[src/rtl/nsd_pkg.sv]
// ----------------------------------------------------------------------------
// nsd_pkg
// Shared types, character codes and helpers for the NMEA sentence deframer.
// ----------------------------------------------------------------------------
`default_nettype none

package nsd_pkg;

  // Sizing
  localparam int unsigned LINE_CAPACITY   = 160;
  localparam int unsigned MAX_FIELD_COUNT = 24;
  localparam int unsigned LineCntW        = $clog2(LINE_CAPACITY);
  localparam int unsigned FieldCntW       = $clog2(MAX_FIELD_COUNT + 1);

  // Character codes
  localparam logic [7:0] CHR_DOLLAR = 8'h24;
  localparam logic [7:0] CHR_STAR   = 8'h2A;
  localparam logic [7:0] CHR_COMMA  = 8'h2C;
  localparam logic [7:0] CHR_CR     = 8'h0D;
  localparam logic [7:0] CHR_LF     = 8'h0A;
  localparam logic [7:0] CHR_UC_A   = 8'h41;
  localparam logic [7:0] CHR_UC_B   = 8'h42;
  localparam logic [7:0] CHR_UC_C   = 8'h43;
  localparam logic [7:0] CHR_UC_D   = 8'h44;
  localparam logic [7:0] CHR_UC_G   = 8'h47;
  localparam logic [7:0] CHR_UC_L   = 8'h4C;
  localparam logic [7:0] CHR_UC_M   = 8'h4D;
  localparam logic [7:0] CHR_UC_P   = 8'h50;
  localparam logic [7:0] CHR_UC_R   = 8'h52;
  localparam logic [7:0] CHR_UC_S   = 8'h53;
  localparam logic [7:0] CHR_UC_V   = 8'h56;

  typedef enum logic [2:0] {
    TALKER_GP      = 3'd0,
    TALKER_GL      = 3'd1,
    TALKER_GA      = 3'd2,
    TALKER_BEIDOU  = 3'd3,
    TALKER_UNKNOWN = 3'd4
  } talker_e;

  typedef enum logic [2:0] {
    KIND_OTHER = 3'd0,
    KIND_RMC   = 3'd1,
    KIND_GGA   = 3'd2,
    KIND_GSA   = 3'd3,
    KIND_GSV   = 3'd4
  } kind_e;

  typedef struct packed {
    logic        sentence_ok;
    logic        checksum_present;
    logic        checksum_match;
    talker_e     talker_slot;
    kind_e       sentence_kind;
    logic [4:0]  field_count;
    logic [7:0]  line_chars;
  } result_t;

  // Returns {valid, value} for an ASCII hex digit, either case.
  function automatic logic [4:0] hex_digit(input logic [7:0] c);
    logic [7:0] t;
    t = 8'h00;
    if (c >= 8'h30 && c <= 8'h39) begin
      t = c - 8'h30;
      return {1'b1, t[3:0]};
    end else if (c >= 8'h41 && c <= 8'h46) begin
      t = c - 8'h37;
      return {1'b1, t[3:0]};
    end else if (c >= 8'h61 && c <= 8'h66) begin
      t = c - 8'h57;
      return {1'b1, t[3:0]};
    end
    return 5'b0_0000;
  endfunction

endpackage

`default_nettype wire

[src/rtl/nsd_line_engine.sv]
// ----------------------------------------------------------------------------
// nsd_line_engine
// Per-line state: framing, running XOR, checksum capture, field counting and
// head-field capture. Produces the verdict for a line-end byte.
// ----------------------------------------------------------------------------
`default_nettype none

module nsd_line_engine (
  input  wire logic              clk_i,
  input  wire logic              rst_ni,
  input  wire logic [7:0]        byte_i,
  input  wire logic              step_i,   // consume byte_i this cycle
  output logic                   eol_hit_o, // byte_i closes an open line
  output nsd_pkg::result_t       result_o
);

  localparam int unsigned LCW = nsd_pkg::LineCntW;
  localparam int unsigned FCW = nsd_pkg::FieldCntW;
  localparam logic [LCW:0]   LineCap  = (LCW + 1)'(nsd_pkg::LINE_CAPACITY);
  localparam logic [FCW-1:0] FieldMax = FCW'(nsd_pkg::MAX_FIELD_COUNT);

  logic [LCW-1:0] line_cnt_q, line_cnt_d;
  logic [7:0]     xor_q, xor_d;
  logic           star_q, star_d;
  logic [1:0]     after_q, after_d;
  logic [7:0]     exp_q, exp_d;
  logic [1:0]     hexf_q, hexf_d;
  logic           head_done_q, head_done_d;
  logic [2:0]     head_len_q, head_len_d;
  logic [15:0]    talker_q, talker_d;
  logic [23:0]    tail_q, tail_d;
  logic [FCW-1:0] comma_cnt_q, comma_cnt_d;
  logic           last_comma_q, last_comma_d;

  logic           is_eol, line_open, is_comma, room;
  logic [4:0]     hex;
  logic           present, match, head_ok;
  logic [7:0]     tk_a, tk_b;
  nsd_pkg::talker_e talker;
  nsd_pkg::kind_e   kind;

  assign is_eol    = (byte_i == nsd_pkg::CHR_CR) || (byte_i == nsd_pkg::CHR_LF);
  assign line_open = (line_cnt_q != '0);
  assign is_comma  = (byte_i == nsd_pkg::CHR_COMMA);
  assign room      = (({1'b0, line_cnt_q} + (LCW + 1)'(1)) < LineCap);
  assign hex       = nsd_pkg::hex_digit(byte_i);
  assign eol_hit_o = is_eol && line_open;

  // Verdict from the state before the line-end byte
  assign present = star_q && (after_q >= 2'd2);
  assign head_ok = (head_len_q >= 3'd5);
  always_comb begin
    if (!present)        match = 1'b1;
    else if (!hexf_q[0]) match = 1'b0;
    else                 match = (xor_q == exp_q);
  end

  assign tk_a = talker_q[15:8];
  assign tk_b = talker_q[7:0];

  always_comb begin
    talker = nsd_pkg::TALKER_UNKNOWN;
    if (tk_a == nsd_pkg::CHR_UC_G && tk_b == nsd_pkg::CHR_UC_P) begin
      talker = nsd_pkg::TALKER_GP;
    end else if (tk_a == nsd_pkg::CHR_UC_G && tk_b == nsd_pkg::CHR_UC_L) begin
      talker = nsd_pkg::TALKER_GL;
    end else if (tk_a == nsd_pkg::CHR_UC_G && tk_b == nsd_pkg::CHR_UC_A) begin
      talker = nsd_pkg::TALKER_GA;
    end else if ((tk_a == nsd_pkg::CHR_UC_G && tk_b == nsd_pkg::CHR_UC_B) ||
                 (tk_a == nsd_pkg::CHR_UC_B && tk_b == nsd_pkg::CHR_UC_D)) begin
      talker = nsd_pkg::TALKER_BEIDOU;
    end
    if (!head_ok) talker = nsd_pkg::TALKER_UNKNOWN;
  end

  always_comb begin
    kind = nsd_pkg::KIND_OTHER;
    if (tail_q == {nsd_pkg::CHR_UC_R, nsd_pkg::CHR_UC_M, nsd_pkg::CHR_UC_C}) begin
      kind = nsd_pkg::KIND_RMC;
    end else if (tail_q == {nsd_pkg::CHR_UC_G, nsd_pkg::CHR_UC_G, nsd_pkg::CHR_UC_A}) begin
      kind = nsd_pkg::KIND_GGA;
    end else if (tail_q == {nsd_pkg::CHR_UC_G, nsd_pkg::CHR_UC_S, nsd_pkg::CHR_UC_A}) begin
      kind = nsd_pkg::KIND_GSA;
    end else if (tail_q == {nsd_pkg::CHR_UC_G, nsd_pkg::CHR_UC_S, nsd_pkg::CHR_UC_V}) begin
      kind = nsd_pkg::KIND_GSV;
    end
    if (!head_ok) kind = nsd_pkg::KIND_OTHER;
  end

  always_comb begin
    result_o.sentence_ok      = match && head_ok;
    result_o.checksum_present = present;
    result_o.checksum_match   = match;
    result_o.talker_slot      = talker;
    result_o.sentence_kind    = kind;
    result_o.field_count      = 5'(comma_cnt_q);
    result_o.line_chars       = 8'(line_cnt_q);
  end

  // Next state
  always_comb begin
    line_cnt_d   = line_cnt_q;
    xor_d        = xor_q;
    star_d       = star_q;
    after_d      = after_q;
    exp_d        = exp_q;
    hexf_d       = hexf_q;
    head_done_d  = head_done_q;
    head_len_d   = head_len_q;
    talker_d     = talker_q;
    tail_d       = tail_q;
    comma_cnt_d  = comma_cnt_q;
    last_comma_d = last_comma_q;

    if (is_eol) begin
      line_cnt_d = '0;
    end else if (!line_open) begin
      if (byte_i == nsd_pkg::CHR_DOLLAR) begin
        line_cnt_d   = LCW'(1);
        xor_d        = '0;
        star_d       = 1'b0;
        after_d      = '0;
        exp_d        = '0;
        hexf_d       = '0;
        head_done_d  = 1'b0;
        head_len_d   = '0;
        talker_d     = '0;
        tail_d       = '0;
        comma_cnt_d  = '0;
        last_comma_d = 1'b1;
      end
    end else if (!room) begin
      line_cnt_d = '0;  // overlong line dropped
    end else begin
      line_cnt_d = line_cnt_q + LCW'(1);
      if (star_q) begin
        // checksum text: first two characters only
        if (after_q < 2'd2 && hex[4]) begin
          if (after_q == 2'd0) begin
            hexf_d[0] = 1'b1;
            exp_d     = {4'h0, hex[3:0]};
          end else begin
            hexf_d[1] = 1'b1;
            exp_d     = {exp_q[3:0], hex[3:0]};
          end
        end
        if (after_q != 2'd3) after_d = after_q + 2'd1;
      end else if (byte_i == nsd_pkg::CHR_STAR) begin
        star_d      = 1'b1;
        head_done_d = 1'b1;
      end else begin
        xor_d = xor_q ^ byte_i;
        if (last_comma_q && comma_cnt_q < FieldMax) comma_cnt_d = comma_cnt_q + FCW'(1);
        last_comma_d = is_comma;
        if (!head_done_q) begin
          if (is_comma) begin
            head_done_d = 1'b1;
          end else begin
            if (head_len_q == 3'd0)      talker_d = {byte_i, 8'h00};
            else if (head_len_q == 3'd1) talker_d = {talker_q[15:8], byte_i};
            if (head_len_q != 3'd7) head_len_d = head_len_q + 3'd1;
            tail_d = {tail_q[15:0], byte_i};
          end
        end
      end
    end
  end

  always_ff @(posedge clk_i or negedge rst_ni) begin
    if (!rst_ni) begin
      line_cnt_q   <= '0;
      xor_q        <= '0;
      star_q       <= 1'b0;
      after_q      <= '0;
      exp_q        <= '0;
      hexf_q       <= '0;
      head_done_q  <= 1'b0;
      head_len_q   <= '0;
      talker_q     <= '0;
      tail_q       <= '0;
      comma_cnt_q  <= '0;
      last_comma_q <= 1'b0;
    end else if (step_i) begin
      line_cnt_q   <= line_cnt_d;
      xor_q        <= xor_d;
      star_q       <= star_d;
      after_q      <= after_d;
      exp_q        <= exp_d;
      hexf_q       <= hexf_d;
      head_done_q  <= head_done_d;
      head_len_q   <= head_len_d;
      talker_q     <= talker_d;
      tail_q       <= tail_d;
      comma_cnt_q  <= comma_cnt_d;
      last_comma_q <= last_comma_d;
    end
  end

endmodule

`default_nettype wire

[src/rtl/nsd_result_reg.sv]
// ----------------------------------------------------------------------------
// nsd_result_reg
// Output register for one verdict with valid/ready handshake.
// ----------------------------------------------------------------------------
`default_nettype none

module nsd_result_reg (
  input  wire logic             clk_i,
  input  wire logic             rst_ni,
  input  wire logic             load_i,
  input  wire nsd_pkg::result_t data_i,
  output logic                  free_o,   // may load this cycle
  output logic                  valid_o,
  input  wire logic             ready_i,
  output nsd_pkg::result_t      data_o
);

  logic             vld_q, vld_d;
  nsd_pkg::result_t data_q;

  assign free_o  = !vld_q || ready_i;
  assign valid_o = vld_q;
  assign data_o  = data_q;

  always_comb begin
    vld_d = vld_q;
    if (load_i)       vld_d = 1'b1;
    else if (ready_i) vld_d = 1'b0;
  end

  always_ff @(posedge clk_i or negedge rst_ni) begin
    if (!rst_ni) begin
      vld_q <= 1'b0;
    end else begin
      vld_q <= vld_d;
    end
  end

  always_ff @(posedge clk_i) begin
    if (load_i) begin
      data_q <= data_i;
    end
  end

endmodule

`default_nettype wire

[src/rtl/nmea_sentence_deframer.sv]
// ----------------------------------------------------------------------------
// nmea_sentence_deframer
// NMEA 0183 line deframer with checksum check and sentence classification.
// ----------------------------------------------------------------------------
// Takes one received byte per transaction and returns one verdict transaction
// for every line closed by CR or LF. A line opens at '$'; bytes outside a line
// are ignored, and a line that would reach LINE_CAPACITY characters is dropped
// silently. Throughput is one byte per clock while nothing stalls: a byte
// sits in the input register while the line engine updates its state, and a
// verdict is loaded into the output register when its line-end byte is
// consumed from the input register, as long as the output register is free.
// The only thing that holds the input side back is a line-end byte meeting a
// verdict the consumer has not yet taken; other bytes keep flowing even then.
// ----------------------------------------------------------------------------
`default_nettype none

module nmea_sentence_deframer (
  input  wire logic       clk_i,
  input  wire logic       rst_ni,
  // byte input
  input  wire logic       in_valid_i,
  output logic            in_ready_o,
  input  wire logic [7:0] rx_byte_i,
  // verdict output
  output logic            out_valid_o,
  input  wire logic       out_ready_i,
  output logic            sentence_ok_o,
  output logic            checksum_present_o,
  output logic            checksum_match_o,
  output logic [2:0]      talker_slot_o,
  output logic [2:0]      sentence_kind_o,
  output logic [4:0]      field_count_o,
  output logic [7:0]      line_chars_o
);

  // Input register
  logic       byte_vld_q, byte_vld_d;
  logic [7:0] byte_q;

  logic             eol_hit;   // held byte closes a line and yields a verdict
  logic             out_free;  // output register can take a verdict now
  logic             step;      // held byte is consumed this cycle
  nsd_pkg::result_t verdict;
  nsd_pkg::result_t out_data;

  // A line-end byte waits only for space in the output register.
  assign step       = byte_vld_q && (!eol_hit || out_free);
  assign in_ready_o = !byte_vld_q || step;

  always_comb begin
    byte_vld_d = byte_vld_q;
    if (in_valid_i && in_ready_o) byte_vld_d = 1'b1;
    else if (step)                byte_vld_d = 1'b0;
  end

  always_ff @(posedge clk_i or negedge rst_ni) begin
    if (!rst_ni) begin
      byte_vld_q <= 1'b0;
    end else begin
      byte_vld_q <= byte_vld_d;
    end
  end

  always_ff @(posedge clk_i) begin
    if (in_valid_i && in_ready_o) begin
      byte_q <= rx_byte_i;
    end
  end

  // Framing, XOR, checksum capture, field count, classification
  nsd_line_engine u_engine (
    .clk_i     (clk_i),
    .rst_ni    (rst_ni),
    .byte_i    (byte_q),
    .step_i    (step),
    .eol_hit_o (eol_hit),
    .result_o  (verdict)
  );

  // Verdict register; decouples the consumer from the byte stream
  nsd_result_reg u_result (
    .clk_i   (clk_i),
    .rst_ni  (rst_ni),
    .load_i  (step && eol_hit),
    .data_i  (verdict),
    .free_o  (out_free),
    .valid_o (out_valid_o),
    .ready_i (out_ready_i),
    .data_o  (out_data)
  );

  assign sentence_ok_o      = out_data.sentence_ok;
  assign checksum_present_o = out_data.checksum_present;
  assign checksum_match_o   = out_data.checksum_match;
  assign talker_slot_o      = 3'(out_data.talker_slot);
  assign sentence_kind_o    = 3'(out_data.sentence_kind);
  assign field_count_o      = out_data.field_count;
  assign line_chars_o       = out_data.line_chars;

endmodule

`default_nettype wire

[config.mk]
export PLATFORM = sky130hd
export DESIGN_NAME = nmea_sentence_deframer
export DESIGN_NICKNAME = d
export VERILOG_FILES = /design/src/rtl/nsd_pkg.sv /design/src/rtl/nsd_line_engine.sv /design/src/rtl/nsd_result_reg.sv /design/src/rtl/nmea_sentence_deframer.sv
export SDC_FILE = /design/constraint.sdc
export NUM_CORES = 1
export LEC_CHECK = 0
export ABC_AREA = 1
export BUFFER_PORTS_ARGS = -buffer_cell sky130_fd_sc_hd__buf_2
export CELL_PAD_IN_SITES_DETAIL_PLACEMENT = 1
export CELL_PAD_IN_SITES_GLOBAL_PLACEMENT = 1
export CORE_MARGIN = 2
export CORE_UTILIZATION = 50
export DETAILED_ROUTE_END_ITERATION = 10
export GPL_TIMING_DRIVEN = 0
export PLACE_DENSITY = 0.87
export SLEW_MARGIN = 30
export SYNTH_ARGS = -nofsm -noshare
export SYNTH_HDL_FRONTEND = slang
export SYNTH_SLANG_ARGS = --single-unit
[constraint.sdc]
create_clock -name clk_i -period 4.7 [get_ports clk_i]
set_input_delay 0.235 -clock clk_i [delete_from_list [all_inputs] [get_ports clk_i]]
set_output_delay 0.235 -clock clk_i [all_outputs]
set_load 0.1 [all_outputs]
==> results_dict.tcl <==
set metrics [dict create \
    status "finished, final reports clean" \
    wl_per_cell_microns 18.5 \
    setup_tns_ns 0 \
    leakagePower_nw 3.06 \
    firstDrtPassIters 4 \
    vias_per_cell 5.69 \
    cts_tree "yes" \
    multi_input_area_sq_um 2540 \
    cp-start-kind "flop" \
    gp_routability_congestion 0.857 \
    grt_pass1_vias 5327 \
    fin_crit_sh_pct 62.8 \
    yosysSeqAreaShare_pct 49.9 \
    yosysTopAreaCell "dfrtp_1" \
    setup-violations-final 0 \
    yosysWarnings 0 \
    min_to "byte_q[0]$_DFFE_PP_" \
    initial_core_util_pct 51.1 \
    cp.required_ns 4.47 \
    overflow 0 \
    clockBufferDepth 2 \
    cts_made_buffers 9 \
    dr.first_iter.drc_count 258 \
    clock_sinks 110 \
    port_buffers 35 \
    criticalPathCategory "flop to output pin" \
    synthAdderAreaFrac_pct 3.01 \
    async_reset_ff_share_pct 72.7 \
    synth_area_sq_um 5810 \
    synth-compound-area-share_pct 6.69 \
    final_layout_size_suffix_gt1_share_pct 13.5 \
    r2r-end "u_result.data_o[18]$_SDFFCE_PP1P_" \
    cts_resized 0 \
    seq_area_sq_um 2900 \
    synth_top_area_share_pct 34.4 \
    synth_area_per_cell_sq_um 8.46 \
    core_sq_um 11400 \
    synth-main-ff-cell "dfrtp_1" \
    io_pins 36 \
    hold_path_class "primary input to flop" \
    grt_antenna_before_repair 0 \
    yosys.area_share.simple_pct 31.3 \
    hold_depth 1 \
    cts_setup_buffers 0 \
    r2r_slack_ns 1.88 \
    hold_violations 0 \
    tightest_slew_ns 0.797 \
    via_count 5022 \
    synth_most_common_cell "nand2_1" \
    arrival_ns 2.72 \
    detail-route-antenna-nets 0 \
    power_mw 4.17 \
    min_period_ns 2.95 \
    holdCritStartpoint "rx_byte_i[0]" \
    worstSkewPairLatency_ns 0.36 \
    htree_levels 3 \
    grt_start_max_net_pins 56 \
    synthMuxAreaShare_pct 0 \
    num_rows 39 \
    syn_nets 713 \
    wl_microns 16400 \
    synth_xor_area_share_pct 2.71 \
    placed_cell_area_sq_um 6200 \
    diodes 0 \
    rsz0062_at_grt "false" \
    synth_area_leaders "dfrtp_1 34%, edfxtp_1 15%, nand2_1 13%, nor2_1 5.1%, nand3_1 5.0%" \
    final.setup_skew_ns 0.00561 \
    synth_cell_types 45 \
    dieHeight_microns 112 \
    max-cap-violations 0 \
    synth_edf_count 30 \
    dp_hpwl_microns 11800 \
    crit_path_end_kind "output pin" \
    synth_top_family_by_area "simple AND/OR/NAND/NOR gates" \
    maxSlewHeadroom_pct 46.6 \
    drv_slew 0 \
    worstPathMaxFanout 10 \
    clk_pin_slew_ns 0.07 \
    r2r_cells 11 \
    synth_common_cells "194 x nand2_1, 80 x dfrtp_1, 79 x nor2_1" \
    nets 761 \
    die_w_microns 112 \
    r2r_start "u_engine.line_cnt_q[0]$_DFFE_PN0P_" \
    ys_seq_elements 110 \
    syn2layout_area_growth_pct 12.2 \
    final_area_sq_um 6520 \
    power_density_nw_per_um2 640 \
    dieArea_sq_um 12500 \
    hold_buffers 1 \
    fill_cells 1401 \
    irDropWorstVdd_v 0.000285 \
    ctsRootBufferMaster "clkbuf_16" \
    syn_inst 687 \
    drc 0 \
    grt_first_pass_wirelength_microns 26900 \
    max_freq_mhz 339 \
    grtUsageTotal_pct 27.3 \
]
==> where the power goes <==
part           internal, mW  switching [mW]
registers              1.26           0.266
clock network         0.442           0.362
logic                 0.597            1.24
==> final cells by class <==
class	count	area share (%)
Multi-Input combinational cell	498	38.9
Sequential cell	110	44.5
Clock inverter	6	0.902
Clock buffer	10	3.84
Tap cell	143	2.74
Inverter	61	3.51
Buffer	18	2.19
Timing Repair Buffer	37	3.36
==> cell families (layout without fill, tap and decap cells) <==
family          count (synthesis)  after routing
simple gates                  398            398
flops                         110            110
fa+ha+maj                      14             14
buf+inv                        79            132
xor+xnor                       18             18
compound gates                 68             68
==> placed cells by master (no fill, tap or decap), types with 2 or more instances in the layout <==
| cell type | n |
|---|---|
| xor2_1 | 8 |
| inv_2 | 7 |
| or2_2 | 5 |
| nand2_1 | 194 |
| buf_6 | 9 |
| nor3_1 | 9 |
| clkbuf_1 | 2 |
| o21ai_0 | 25 |
| o22ai_1 | 7 |
| nor3_4 | 2 |
| nand2_4 | 2 |
| nand4_1 | 20 |
| nand2_2 | 4 |
| edfxtp_1 | 30 |
| buf_4 | 3 |
| inv_1 | 54 |
| nand3_1 | 58 |
| xnor2_1 | 10 |
| ha_1 | 14 |
| nor4_1 | 2 |
| dfrtp_1 | 80 |
| clkbuf_16 | 10 |
| nor2_1 | 79 |
| buf_1 | 2 |
| nor2_4 | 2 |
| a21oi_1 | 11 |
| nand3_2 | 3 |
| o21ai_2 | 3 |
| nand3b_1 | 8 |
| buf_2 | 37 |
| nor2_2 | 2 |
| nor3b_1 | 3 |
| clkinvlp_4 | 2 |
| o21ai_1 | 14 |
| clkinv_2 | 2 |
==> per-stage QoR <==
| stage | hold WS, ns | setup WS (ns) | cells | utilization, % |
|---|---|---|---|---|
| finish | 0.0431 | 1.75 | 883 | 57.3 |
| global route | 0.0413 | 1.62 | 883 | 57.3 |
| CTS | 0.0380 | 1.53 | 883 | 57.3 |
| detailed placement | 0.113 | 1.61 | 866 | 54.5 |
| global placement | 0.411 | 1.77 | 865 | 54.2 |
| floorplan | -0.0606 | 1.67 | 687 | - |
==> registers in the layout (all words and copies together) (netlist names), 2 cells and up <==
| name | flops |
|---|---|
| u_engine.comma_cnt_q | 5 |
| u_engine.tail_q | 24 |
| u_engine.talker_q | 16 |
| u_engine.xor_q | 8 |
| u_result.data_o | 22 |
| u_engine.head_len_q | 3 |
| u_engine.exp_q | 8 |
| byte_q | 8 |
| u_engine.line_cnt_q | 8 |
| u_engine.after_q | 2 |
==> worst max path at each step <==
stage	from	to	slack (ns)	depth (start not counted)
after floorplan	u_engine.line_cnt_q[0]$_DFFE_PN0P_	byte_q[0]$_DFFE_PP_	1.67	9
after global placement	u_engine.line_cnt_q[0]$_DFFE_PN0P_	u_result.data_o[16]$_SDFFCE_PP0P_	1.77	11
after detailed placement	u_engine.line_cnt_q[0]$_DFFE_PN0P_	u_result.data_o[18]$_SDFFCE_PP1P_	1.61	11
after CTS	u_engine.line_cnt_q[0]$_DFFE_PN0P_	u_result.data_o[18]$_SDFFCE_PP1P_	1.53	11
after global routing	u_engine.line_cnt_q[0]$_DFFE_PN0P_	in_ready_o	1.62	8
final	u_engine.line_cnt_q[0]$_DFFE_PN0P_	in_ready_o	1.75	8
==> worst max-delay path, stage by stage (launching register included) <==
cell	delay [ns]
dfrtp_1	0.44
inv_1	0.14
ha_1	0.27
nand3_2	0.13
nor2_4	0.21
inv_2	0.13
buf_1	0.30
nand4_1	0.27
buf_2	0.46
==> layer usage <==
layer	global-route usage, %	vias to the layer above	part of all wire (%)
met5	0	-	0
met4	11.5	0	2.8
met2	48.9	108	52
met1	33.1	2527	41
met3	3.43	33	3.5
li1	-	2354	-
Note: power is estimated with default switching activity, not from simulation.
